$ cat src/design/wsfp_pkg.sv
// Shared types and constants for the WebSocket frame parser.
// Frame kind codes, opcode values, length field codes and header byte counts; no dependencies.
package wsfp_pkg;

   // Frame kind codes reported on the closing beat of a frame
   typedef logic [2:0] kind_type;
   localparam kind_type KIND_TEXT           = 3'd0;
   localparam kind_type KIND_TEXT_PARTIAL   = 3'd1;
   localparam kind_type KIND_BINARY         = 3'd2;
   localparam kind_type KIND_BINARY_PARTIAL = 3'd3;
   localparam kind_type KIND_CLOSE          = 3'd4;
   localparam kind_type KIND_PING           = 3'd5;
   localparam kind_type KIND_PONG           = 3'd6;
   localparam kind_type KIND_ERROR          = 3'd7;

   // Opcodes from the first header byte
   typedef logic [3:0] opcode_type;
   localparam opcode_type OP_CONT   = 4'h0;
   localparam opcode_type OP_TEXT   = 4'h1;
   localparam opcode_type OP_BINARY = 4'h2;
   localparam opcode_type OP_CLOSE  = 4'h8;
   localparam opcode_type OP_PING   = 4'h9;
   localparam opcode_type OP_PONG   = 4'hA;

   // Seven-bit length field codes
   localparam logic [6:0] LEN7_MAX_SHORT = 7'd125;
   localparam logic [6:0] LEN7_EXT16     = 7'd126;

   // Extended length and key byte counts
   localparam logic [3:0] EXT16_BYTES = 4'd2;
   localparam logic [3:0] EXT64_BYTES = 4'd8;
   localparam logic [3:0] KEY_BYTES   = 4'd4;

endpackage

$ cat src/design/websocket_frame_parser_unit.sv
// WebSocket frame parser: one received byte per beat in, unmasked payload out.
// A result is registered: it is valid in the cycle after the byte that causes it is accepted.
// Throughput: one byte per cycle; input stalls only while a result waits on rsp_tready.
// Header bytes give no result except the closing beat of a zero-length frame.
// Reset (synchronous, active high) returns the parser to the first header byte
// and clears all frame state and the output register.
module websocket_frame_parser_unit #(
   parameter int LENGTH_BITS = 64
) (
   input  logic       clock,
   input  logic       reset,
   // input stream
   input  logic       req_tvalid,
   output logic       req_tready,
   input  logic [7:0] req_tdata,   // [7:0] rx_byte
   // result stream
   output logic       rsp_tvalid,
   input  logic       rsp_tready,
   output logic [7:0] rsp_tdata,   // [7:0] payload_byte
   output logic [7:0] rsp_tuser,   // [0] byte_valid, [3:1] frame_kind, [7:4] zero
   output logic       rsp_tlast    // frame_end
);

   typedef enum logic [2:0] {
      PH_HDR0,
      PH_HDR1,
      PH_EXTLEN,
      PH_KEY,
      PH_DATA
   } phase_type;

   // Parser state
   phase_type                  phase_ff, phase_in;
   wsfp_pkg::opcode_type       opcode_ff, opcode_in;
   logic                       final_ff, final_in;
   logic                       masked_ff, masked_in;
   logic [3:0]                 hdr_left_ff, hdr_left_in;
   logic [LENGTH_BITS-1:0]     remain_ff, remain_in;
   logic [3:0][7:0]            key_ff, key_in;
   logic [1:0]                 key_idx_ff, key_idx_in;

   // Output register
   logic                       rsp_valid_ff, rsp_valid_in;
   logic [7:0]                 rsp_data_ff, rsp_data_in;
   logic                       rsp_bvalid_ff, rsp_bvalid_in;
   logic                       rsp_end_ff, rsp_end_in;
   wsfp_pkg::kind_type         rsp_kind_ff, rsp_kind_in;

   // Per-beat result
   logic                       res_valid;
   logic [7:0]                 res_data;
   logic                       res_bvalid;
   logic                       res_end;

   logic                       req_accept;
   logic [6:0]                 len7;
   logic                       len_done;
   logic [LENGTH_BITS-1:0]     len_value;
   logic [3:0]                 hdr_dec;
   logic [1:0]                 key_wr_idx;
   logic [7:0]                 key_byte;
   wsfp_pkg::kind_type         kind;

   assign req_tready = !rsp_valid_ff || rsp_tready;
   assign req_accept = req_tvalid && req_tready;

   assign len7       = req_tdata[6:0];
   assign hdr_dec    = hdr_left_ff - 4'd1;
   assign key_wr_idx = 2'(wsfp_pkg::KEY_BYTES - hdr_left_ff);
   assign key_byte   = masked_ff ? key_ff[key_idx_ff] : 8'h00;

   // Frame kind from the stored opcode and final bit
   always_comb begin
      case (opcode_ff)
         wsfp_pkg::OP_CONT,
         wsfp_pkg::OP_TEXT:   kind = final_ff ? wsfp_pkg::KIND_TEXT
                                              : wsfp_pkg::KIND_TEXT_PARTIAL;
         wsfp_pkg::OP_BINARY: kind = final_ff ? wsfp_pkg::KIND_BINARY
                                              : wsfp_pkg::KIND_BINARY_PARTIAL;
         wsfp_pkg::OP_CLOSE:  kind = wsfp_pkg::KIND_CLOSE;
         wsfp_pkg::OP_PING:   kind = wsfp_pkg::KIND_PING;
         wsfp_pkg::OP_PONG:   kind = wsfp_pkg::KIND_PONG;
         default:             kind = wsfp_pkg::KIND_ERROR;
      endcase
   end

   // Next state and result for the accepted beat
   always_comb begin
      phase_in    = phase_ff;
      opcode_in   = opcode_ff;
      final_in    = final_ff;
      masked_in   = masked_ff;
      hdr_left_in = hdr_left_ff;
      remain_in   = remain_ff;
      key_in      = key_ff;
      key_idx_in  = key_idx_ff;
      res_valid   = 1'b0;
      res_data    = 8'h00;
      res_bvalid  = 1'b0;
      res_end     = 1'b0;
      len_done    = 1'b0;
      len_value   = remain_ff;

      if (req_accept) begin
         case (phase_ff)
            PH_HDR1: begin
               masked_in = req_tdata[7];
               remain_in = '0;
               if (len7 <= wsfp_pkg::LEN7_MAX_SHORT) begin
                  len_done  = 1'b1;
                  len_value = LENGTH_BITS'(len7);
               end else begin
                  hdr_left_in = (len7 == wsfp_pkg::LEN7_EXT16) ? wsfp_pkg::EXT16_BYTES
                                                               : wsfp_pkg::EXT64_BYTES;
                  phase_in    = PH_EXTLEN;
               end
            end
            PH_EXTLEN: begin
               // saturate once the top byte is occupied
               if (|remain_ff[LENGTH_BITS-1:LENGTH_BITS-8]) begin
                  len_value = '1;
               end else begin
                  len_value = {remain_ff[LENGTH_BITS-9:0], req_tdata};
               end
               remain_in   = len_value;
               hdr_left_in = hdr_dec;
               len_done    = (hdr_dec == 4'd0);
            end
            PH_KEY: begin
               key_in[key_wr_idx] = req_tdata;
               hdr_left_in        = hdr_dec;
               if (hdr_dec == 4'd0) begin
                  key_idx_in = 2'd0;
                  if (remain_ff == '0) begin
                     phase_in  = PH_HDR0;
                     res_valid = 1'b1;
                     res_end   = 1'b1;
                  end else begin
                     phase_in = PH_DATA;
                  end
               end
            end
            PH_DATA: begin
               key_idx_in = key_idx_ff + 2'd1;
               remain_in  = remain_ff - LENGTH_BITS'(1);
               res_valid  = 1'b1;
               res_bvalid = 1'b1;
               res_data   = req_tdata ^ key_byte;
               res_end    = (remain_ff == LENGTH_BITS'(1));
               if (res_end) begin
                  phase_in = PH_HDR0;
               end
            end
            default: begin
               opcode_in = req_tdata[3:0];
               final_in  = req_tdata[7];
               phase_in  = PH_HDR1;
            end
         endcase

         // length known: key, payload, or close an empty frame
         if (len_done) begin
            remain_in  = len_value;
            key_idx_in = 2'd0;
            if (masked_in) begin
               phase_in    = PH_KEY;
               hdr_left_in = wsfp_pkg::KEY_BYTES;
            end else begin
               hdr_left_in = 4'd0;
               if (len_value == '0) begin
                  phase_in  = PH_HDR0;
                  res_valid = 1'b1;
                  res_end   = 1'b1;
               end else begin
                  phase_in = PH_DATA;
               end
            end
         end
      end
   end

   // Output register next values
   always_comb begin
      rsp_data_in   = rsp_data_ff;
      rsp_bvalid_in = rsp_bvalid_ff;
      rsp_end_in    = rsp_end_ff;
      rsp_kind_in   = rsp_kind_ff;
      if (req_accept && res_valid) begin
         rsp_valid_in  = 1'b1;
         rsp_data_in   = res_data;
         rsp_bvalid_in = res_bvalid;
         rsp_end_in    = res_end;
         rsp_kind_in   = res_end ? kind : wsfp_pkg::KIND_TEXT;
      end else if (rsp_tready) begin
         rsp_valid_in = 1'b0;
      end else begin
         rsp_valid_in = rsp_valid_ff;
      end
   end

   // State and registered outputs
   always_ff @(posedge clock) begin
      if (reset) begin
         phase_ff      <= PH_HDR0;
         opcode_ff     <= wsfp_pkg::OP_CONT;
         final_ff      <= 1'b0;
         masked_ff     <= 1'b0;
         hdr_left_ff   <= 4'd0;
         remain_ff     <= '0;
         key_ff        <= '0;
         key_idx_ff    <= 2'd0;
         rsp_valid_ff  <= 1'b0;
         rsp_data_ff   <= 8'h00;
         rsp_bvalid_ff <= 1'b0;
         rsp_end_ff    <= 1'b0;
         rsp_kind_ff   <= wsfp_pkg::KIND_TEXT;
      end else begin
         phase_ff      <= phase_in;
         opcode_ff     <= opcode_in;
         final_ff      <= final_in;
         masked_ff     <= masked_in;
         hdr_left_ff   <= hdr_left_in;
         remain_ff     <= remain_in;
         key_ff        <= key_in;
         key_idx_ff    <= key_idx_in;
         rsp_valid_ff  <= rsp_valid_in;
         rsp_data_ff   <= rsp_data_in;
         rsp_bvalid_ff <= rsp_bvalid_in;
         rsp_end_ff    <= rsp_end_in;
         rsp_kind_ff   <= rsp_kind_in;
      end
   end

   assign rsp_tvalid = rsp_valid_ff;
   assign rsp_tdata  = rsp_data_ff;
   assign rsp_tuser  = {4'd0, rsp_kind_ff, rsp_bvalid_ff};
   assign rsp_tlast  = rsp_end_ff;

endmodule

$ cat config.mk
export PLATFORM = sky130hd
export DESIGN_NAME = websocket_frame_parser_unit
export DESIGN_NICKNAME = d
export VERILOG_FILES = /design/src/design/wsfp_pkg.sv /design/src/design/websocket_frame_parser_unit.sv
export SDC_FILE = /design/constraint.sdc
export NUM_CORES = 1
export LEC_CHECK = 0
export ABC_CLOCK_PERIOD_IN_PS = 3300
export BUFFER_PORTS_ARGS = -buffer_cell sky130_fd_sc_hd__clkbuf_2
export CAP_MARGIN = 20
export CORE_MARGIN = 2
export CORE_UTILIZATION = 44
export DETAILED_ROUTE_END_ITERATION = 12
export PLACE_DENSITY_LB_ADDON = 0.1
export SLEW_MARGIN = 40
export SYNTH_ARGS = -nofsm -noshare
export SYNTH_HDL_FRONTEND = slang
export SYNTH_SLANG_ARGS = --single-unit
$ cat constraint.sdc
create_clock -name clock -period 3.3 [get_ports clock]
set_clock_uncertainty 0.2 [all_clocks]
set_input_delay 0.165 -clock clock [delete_from_list [all_inputs] [get_ports clock]]
set_output_delay 0.165 -clock clock [all_outputs]
set_load 0.01 [all_outputs]
== After elaboration in Yosys (flattened, before gate mapping) ==
Cells that the tools add are included.

* Input port bits: 12
* Output and inout bits: 19
* Word-level logic and storage cells: 119
* Flip-flop bits (word level): 125

* Bitwise gates (word level): 2
* Multiplexer cells: 55
* Order comparisons: 4
* Reduce and logical (&&, ||, !) cells: 23
* Add/subtract/negate cells: 4
* Equal/unequal tests: 15

{| class="wikitable"
|+ Operators with widths
! kind !! number
|-
| $mux 64 || 4
|-
| $pmux 64 s3 || 1
|-
| $logic_not 64->1 || 2
|-
| $pmux 64 s2 || 1
|-
| $eq 64x1->1 const B || 1
|-
| $sub 64x1->64 const B || 1
|-
| $mux 8 || 5
|-
| $bwmux 32 || 1
|-
| $mux 3 || 9
|-
| $mux 1 || 20
|-
| $bmux 8 s2 || 1
|-
| $demux 8 s2 || 1
|-
| $pmux 3 s5 || 1
|-
| $eq 4x4->1 const B || 3
|-
| $mux 4 || 3
|-
| $pmux 3 s4 || 1
|-
| $ne 3x3->1 const B || 3
|-
| $logic_not 4->1 || 2
|-
| $pmux 4 s2 || 1
|-
| $reduce_or 8->1 || 1
|-
| $xor 8x8->8 || 1
|-
| $eq 7x7->1 const B || 1
|-
| $le 7x7->1 const B || 1
|-
| $eq 3x2->1 const B || 2
|-
| 25 further kinds || 36
|}

== Logic depth before layout (Yosys ltp) ==
Gate-level depths: netlist of the first run.

* Depth after elaboration: 11
* Mapped depth: 11
* Mapped depth without buffers: 9

== Worst setup path after synthesis of the first run ==
No wires, ideal clock.

* Kind: register to register
* Start point: register remain_ff[2]
* End point: register remain_ff[63]
* Data required time: 2.984 ns
* Stages on the path, launching flop included: 10
* Arrival: 2.874 ns
* Library setup time: 0.116 ns
* Slack: 0.110 ns
* Path buffers: 1
* Clock period less this slack: 3.190 ns
* Cell sequence: dfxtp_1 > buf_2 > or4_4 > or4b_4 > nor3_4 > nand2_4 > or3_4 > nor4_4 > mux2_1 > a31o_1

* Cells in the longest elaborated chain, start to end: 3

{| class="wikitable"
|+ RTL lines
! what !! line !! text
|-
| start: declaration || websocket_frame_parser_unit.sv:38 || <nowiki>logic [LENGTH_BITS-1:0] remain_ff, remain_in;</nowiki>
|-
| start signal: assignment || websocket_frame_parser_unit.sv:223 || <nowiki>remain_ff <= remain_in;</nowiki>
|-
| $sub 64x1->64 || websocket_frame_parser_unit.sv:145 || <nowiki>remain_in = remain_ff - LENGTH_BITS'(1);</nowiki>
|-
| $pmux 64 s3 || websocket_frame_parser_unit.sv:105 || <nowiki>case (phase_ff)</nowiki>
|-
| $mux 64 || websocket_frame_parser_unit.sv:162 || <nowiki>if (len_done) begin</nowiki>
|}

No other way between the ends.
A chain may end at the register's enable or synchronous reset.

== Worst setup path after layout of the first run ==
* Start point: register remain_ff[8]
* End point: register remain_ff[63]

Same word-level chain as after synthesis.

==> results of run 1 <==
cell families (layout without fill, tap and decap cells):
family	Yosys count	count (layout)	synth area share, %
xor+xnor	15	15	1.771
fa+ha+maj	7	7	1.181
other cells	1	4	0.05055
buf+inv	104	147	5.616
mux	17	17	3.677
compound gates	345	345	27.24
flops	125	125	33.73
simple gates	403	403	26.73
cells in the final DEF (no fill, tap or decap), drive strengths merged, types with 10 or more instances in the layout:
master / synthesis / routed
a21oi: 101 / 101
a22oi: 33 / 33
a31oi: 17 / 17
buf: 16 / 70
clkbuf: 77 / 43
dfxtp: 125 / 125
inv: 11 / 16
nand2: 121 / 121
nand3: 65 / 65
nor2: 88 / 88
nor3: 36 / 36
nor4: 22 / 22
o21ai: 133 / 133
o31ai: 15 / 15
or3: 19 / 19
xnor2: 10 / 10
sequential cells by signal, indices dropped and copies added (netlist names):
signal	count
masked_ff	1
rsp_tlast	1
rsp_tdata	8
hdr_left_ff	4
opcode_ff	4
key_idx_ff	2
key_ff	32
remain_ff	64
rsp_kind_ff	3
phase_ff	3
final_ff	1
rsp_bvalid_ff	1
rsp_tvalid	1
final timing paths:
check / end / cells after the start / slack [ns]
hold reg to reg: key_ff[20] / 2 / 0.25
hold / removal: key_ff[20] / 4 / 0.04
setup reg to reg: remain_ff[63] / 8 / 0.17
setup / recovery: remain_ff[63] / 8 / 0.17
routing by layer:
layer  wire length [µm]  up-vias  share of wire [%]
li1                   -     3791                  -
met1              11630     3733                 49
met2              10380      298                 43
met3               1635       22                6.8
met4                289        0                1.2
met5                  0        -                  0
area by class of cell:
class	count	area (µm²)
well taps	220	275.3
clock buffers	18	429.2
repair buffers	104	753.2
multi-input cells	791	4581
flip-flops and latches	125	2502
clock inverters	14	160.2
fillers	1654	7782
inverters	11	41.29
where the power goes:
group | internal, mW | total, mW | switching [mW]
Clock | 1.13 | 1.90 | 0.776
Sequential | 1.67 | 1.84 | 0.179
Combinational | 1.68 | 4.63 | 2.94
metrics by stage:
stage | power (mW) | cells | setup slack [ns] | utilization, %
finish | 8.375 | 1283 | 0.1662 | 52.90
global route | 8.929 | 1283 | -0.002634 | 52.90
CTS | 8.235 | 1283 | 0.06025 | 52.64
detailed placement | 6.309 | 1242 | 0.06844 | 48.53
global placement | 6.303 | 1242 | 0.05728 | 48.53
floorplan | 4.739 | 1020 | 0.1102 | -
Yosys cell counts (2+ instances only):
cell type,count,area share (%)
dfxtp_1,125,34
xnor2_1,10,1.2
or2_2,3,0.25
inv_1,11,0.56
buf_1,7,0.35
nor4_4,2,0.57
o31ai_1,15,1.5
nor3_1,35,2.4
nand4_1,9,0.76
nor2_1,88,4.5
ha_1,7,1.2
and2_1,4,0.34
xor2_1,5,0.59
or3_2,2,0.20
and3_1,3,0.25
o211ai_1,4,0.40
o22ai_1,5,0.42
nor4b_1,2,0.24
or4_1,6,0.61
a211oi_1,6,0.61
mux2i_1,7,0.94
buf_2,3,0.20
mux4_2,8,2.4
buf_4,6,0.61
a32o_1,3,0.40
o21a_1,4,0.40
o311ai_0,5,0.59
nand2b_1,7,0.59
o41ai_1,8,0.94
nor4_1,19,1.6
nor3b_1,4,0.40
nand3b_1,6,0.61
a21oi_1,101,6.8
or4_4,2,0.30
clkbuf_1,77,3.9
o21ai_0,133,9.0
a22oi_1,33,3.3
a31oi_1,17,1.4
or3_1,16,1.3
nand3_1,65,4.4
nand2_1,120,6.1
tightest hold or removal path, stage by stage:
cell and delay (ns):
clkbuf_2 0.14, buf_4 0.19, nand3_1 0.07, a21oi_1 0.05
what timing repair did:
item	4_1_cts	5_1_grt
resized for setup	0	7
endpoints found under the setup margin	0	18
hold endpoints to repair	34	0
hold buffers	9	0
==> results.md, run 1 <==
* Routed via count at 7844
* Cell row count at 47
* Pwr/cell area at 957.9 nW/µm²
* CP max stage cell: or4b_4
* Gr usage total at 27.23%
* Worst slew pin tran at 0.6391 ns
* Slew headroom at 57.33%
* Antenna viol nets, final at 0
* Synth unique cells at 65
* Crit path required time at 3.42 ns
* Clock Sinks at 125
* Max incr delay on CP at 0.57 ns
* DRT iter0 DRCs at 780
* Ys flop type: dfxtp_1
* Drt wl/cell at 18.66 µm
* Core area at 16520 µm²
* CP Data Arrival Time at 3.25 ns
* Post-synthesis sequential area ratio at 33.73%
* R2r startpoint: remain_ff[8]
* Number of enable flip-flop cells after synthesis at 0
* Root Buffer: clkbuf_16
* Synth warnings at 0
* Met3 Track Usage GR at 4.346%
* Largest net degree at the start of global routing at 45
* Maxcap violations at 0
* Die ar. at 17910 µm²
* FF+latch count, synth at 125
* Post-synth ARST share at 0%
* Vias in the first global route at 7245
* Die X-Extent at 133.8 µm
* First-pass GRT wire length at 38980 µm
* Nets at 1069
* Worst path bufs/invs at 0
* Ports at 31
* Final wirelength at 23940 µm
* Leak Pwr at 3.140 nW
* Initial core utilization at 44.89%
* Critical path type: register to register
* CTS buffer count at 17
* Clock transition at path regs at 0.06 ns
* Post-DP Area at 8019 µm²
* CTS H-tree lvls at 4
* Worst hold slack at 0.04450 ns
* GR peak layer: met1
* Setup Buffers After CTS at 0
* Fin. max-slew vios at 0
* IO Port Bufs at 26
* TritonRoute pass-1 iters at 7
* Crit share post-route at 94.96%
* CP max FO at 6
* Syn avg cell area at 7.294 µm²
* Critical Path Sink Type: register
* Crit path max-delay family: simple AND/OR/NAND/NOR gates
* Maximum vdd ir drop at 0.4411 mV
* Share of cells above drive strength 1 at 15.33%
* Met2 GRT Util at 40.20%
* Clk_lat worst skew at 0.42 ns
* Synthesized cell area at 7418 µm²
* Via/cell ratio at 6.114
* Setup crit start: remain_ff[8]
* Fin crit period at 3.134 ns
* Total gr overflow at 0
* Fmax at 0.3191 GHz
* Worst Hold Launch: req_tdata[4]
* Post-route setup TNS at 0 ns
* Die H at 133.8 µm
* Area grow syn2layout at 17.84%
* Final HPWL DP at 16410 µm
* Antenna diode count at 0
* Maximum root-to-sink buffer count at 2
* # DRC at 0
* Antenna violations before repair at 0
* Unrepaired setup endpoints after global routing: true
* Cells after synthesis at 1017
* Final hold violations at 0
* Final Setup Violations at 0
* Cell area after layout at 8742 µm²
* GP Congestion at 0.8754
* CP Launch Type: register
* Crit-path cells: or4_4, or4b_4, nor3_4, nand2_4, or3_4, nor4_4, mux2_1, a31o_1
* Status: completed
* GRT met1 Usage at 41.25%
* CTS tree: yes
* HP Class: primary input to register
Note: power is estimated with default switching activity, not from simulation.
==> inputs of run 2 (changes only) <==
- RECOVER_POWER: unset -> 100
==> run 2 against run 1 <==
  * Design area is 0.52% lower
  * Global-route usage stayed put
  * Fmax is 0.19% lower
  * Clock-buffer cell count stayed put
  * Sequential share of layout area is 0.15 points higher
  * Sequential power hardly changed
  * Wire length hardly changed
==> results.md, run 2 (synthesis gave the netlist of run 1 again) <==
* # DRC at 0 (unchanged)
* Slew headroom at 31.72% (was 57.33%)
* DRT iter0 DRCs at 851 (was 780)
* Critical path type: register to register (unchanged)
* Crit share post-route at 95.15% (was 94.96%)
* CTS H-tree lvls at 4 (unchanged)
* Initial core utilization at 44.89% (unchanged)
* Root Buffer: clkbuf_16 (unchanged)
* Drt wl/cell at 18.66 µm (about the same)
* Crit path required time at 3.42 ns (about the same)
* Cell row count at 47 (unchanged)
* Share of cells above drive strength 1 at 13.45% (was 15.33%)
* Max reg flops at 64 (unchanged)
* Clock transition at path regs at 0.06 ns (about the same)
* Fin. max-slew vios at 0 (unchanged)
* Critical Path Sink Type: register (unchanged)
* Fmax at 0.3185 GHz (was 0.3191 GHz)
* CTS buffer count at 17 (unchanged)
* CTS tree: yes (unchanged)
* Maximum root-to-sink buffer count at 2 (unchanged)
* Largest net degree at the start of global routing at 45 (unchanged)
* Routed via count at 7861 (was 7844)
* Area grow syn2layout at 17.24% (was 17.84%)
* Setup Buffers After CTS at 0 (unchanged)
* Most common cell after layout, fill and taps aside: o21ai_0 (unchanged)
* Antenna viol nets, final at 0 (unchanged)
* Maxcap violations at 0 (unchanged)
* First-pass GRT wire length at 38980 µm (unchanged)
* R2R depth at 8 (unchanged)
* Die H at 133.8 µm (unchanged)
* # fillers at 1664 (was 1654)
* Vias in the first global route at 7245 (unchanged)
* CP Launch Type: register (unchanged)
* Die ar. at 17910 µm² (unchanged)
* WHS Path Cells at 4 (unchanged)
* TritonRoute pass-1 iters at 5 (was 7)
* Final HPWL DP at 16410 µm (unchanged)
* Leak Pwr at 3.079 nW (was 3.140 nW)
* Worst slew pin tran at 1.024 ns (was 0.6391 ns)
* Core area at 16520 µm² (unchanged)
* Clk_lat worst skew at 0.42 ns (about the same)
* Nets at 1069 (unchanged)
* Unrepaired setup endpoints after global routing: true (unchanged)
* Pwr/cell area at 960.5 nW/µm² (was 957.9 nW/µm²)
* Most frequent cells in the layout: o21ai_0, dfxtp_1, nand2_1 (unchanged)
* Fin crit period at 3.140 ns (was 3.134 ns)
* IO Port Bufs at 26 (unchanged)
* Antenna diode count at 0 (unchanged)
* Final Setup Violations at 0 (unchanged)
* Gr usage total at 27.23% (unchanged)
* Largest Register: remain_ff (unchanged)
* GP Congestion at 0.8754 (unchanged)
* CP Data Arrival Time at 3.26 ns (was 3.25 ns)
* Antenna violations before repair at 0 (unchanged)
* Status: completed (unchanged)
* Maximum vdd ir drop at 0.4405 mV (was 0.4411 mV)
* Clock Sinks at 125 (unchanged)
* Via/cell ratio at 6.127 (was 6.114)
* Total gr overflow at 0 (unchanged)
* Post-route setup TNS at 0 ns (unchanged)
* HP Class: primary input to register (unchanged)
* Die X-Extent at 133.8 µm (unchanged)
* Final hold violations at 0 (unchanged)
* Power, Total at 8.354 mW (was 8.375 mW)
* Ports at 31 (unchanged)
* CP max FO at 6 (unchanged)
* Final wirelength at 23940 µm (about the same)
## run 2: cell types whose count changed in the layout (fill, tap and decap cells not counted)
cell      before  now
a21oi_1      100  101
a21oi_4        1    0
buf_4         69   67
clkbuf_1       1   18
clkbuf_2      25   10
nor2_1        86   87
nor2_2         2    1
nor3b_1        3    4
nor3b_2        1    0
## run 2: metrics by stage
stage	worst slack [ns]	instance area (µm²)	hold WS, ns	instances	util [%]
final	0.1602	8697	0.04606	1283	52.63
after global routing	-0.002635	8697	0.04910	1283	52.63
after CTS	0.06025	8698	0.02953	1283	52.64
after detailed placement	0.06844	8019	0.2470	1242	48.53
after global placement	0.05728	8019	0.2415	1242	48.53
after floorplan	0.1102	7430	0.1045	1020	-
## run 2: final timing paths
kind / startpoint / to / slack [ns]
hold reg to reg: key_ff[3] / key_ff[3] / 0.25
setup / recovery: remain_ff[8] / remain_ff[63] / 0.16
setup reg to reg: remain_ff[8] / remain_ff[63] / 0.16
hold / removal: req_tdata[4] / key_ff[4] / 0.05
## run 2: area by class of cell
class	instances	area, µm²	share of cell area (%)
tap	220	275.3	3.165
multi-input combinational	791	4562	52.45
clock buffer	18	429.2	4.935
sequential	125	2502	28.77
clock inverter	14	160.2	1.841
inverter	11	41.29	0.4748
timing repair buffer	104	726.9	8.359
## run 2: worst max-delay path: stages, from the launching register on
cell and delay (ns):
dfxtp_1 0.35, or4_4 0.51, or4b_4 0.57, nor3_4 0.24
nand2_4 0.10, or3_4 0.37, nor4_4 0.14, mux2_1 0.35
a31o_1 0.21
## run 2: per-layer routing
metal | vias to the layer above | global-route usage [%] | wire (µm)
met5 | - | 0 | 0
met4 | 0 | 6.915 | 317
met3 | 26 | 4.346 | 1645
met2 | 284 | 40.20 | 10390
met1 | 3757 | 41.25 | 11580
li1 | 3794 | - | -
## run 2: where the power goes
group	leakage [nW]	switching, mW	internal, mW
combinational	1.78	2.94	1.67
clock	0.286	0.778	1.13
sequential	1.01	0.178	1.67
total	3.08	3.89	4.46
## run 2: timing repair
item,CTS,global route
resized for setup,0,7
endpoints found under the hold margin,34,0
setup endpoints to repair,0,18
hold buffers,9,0
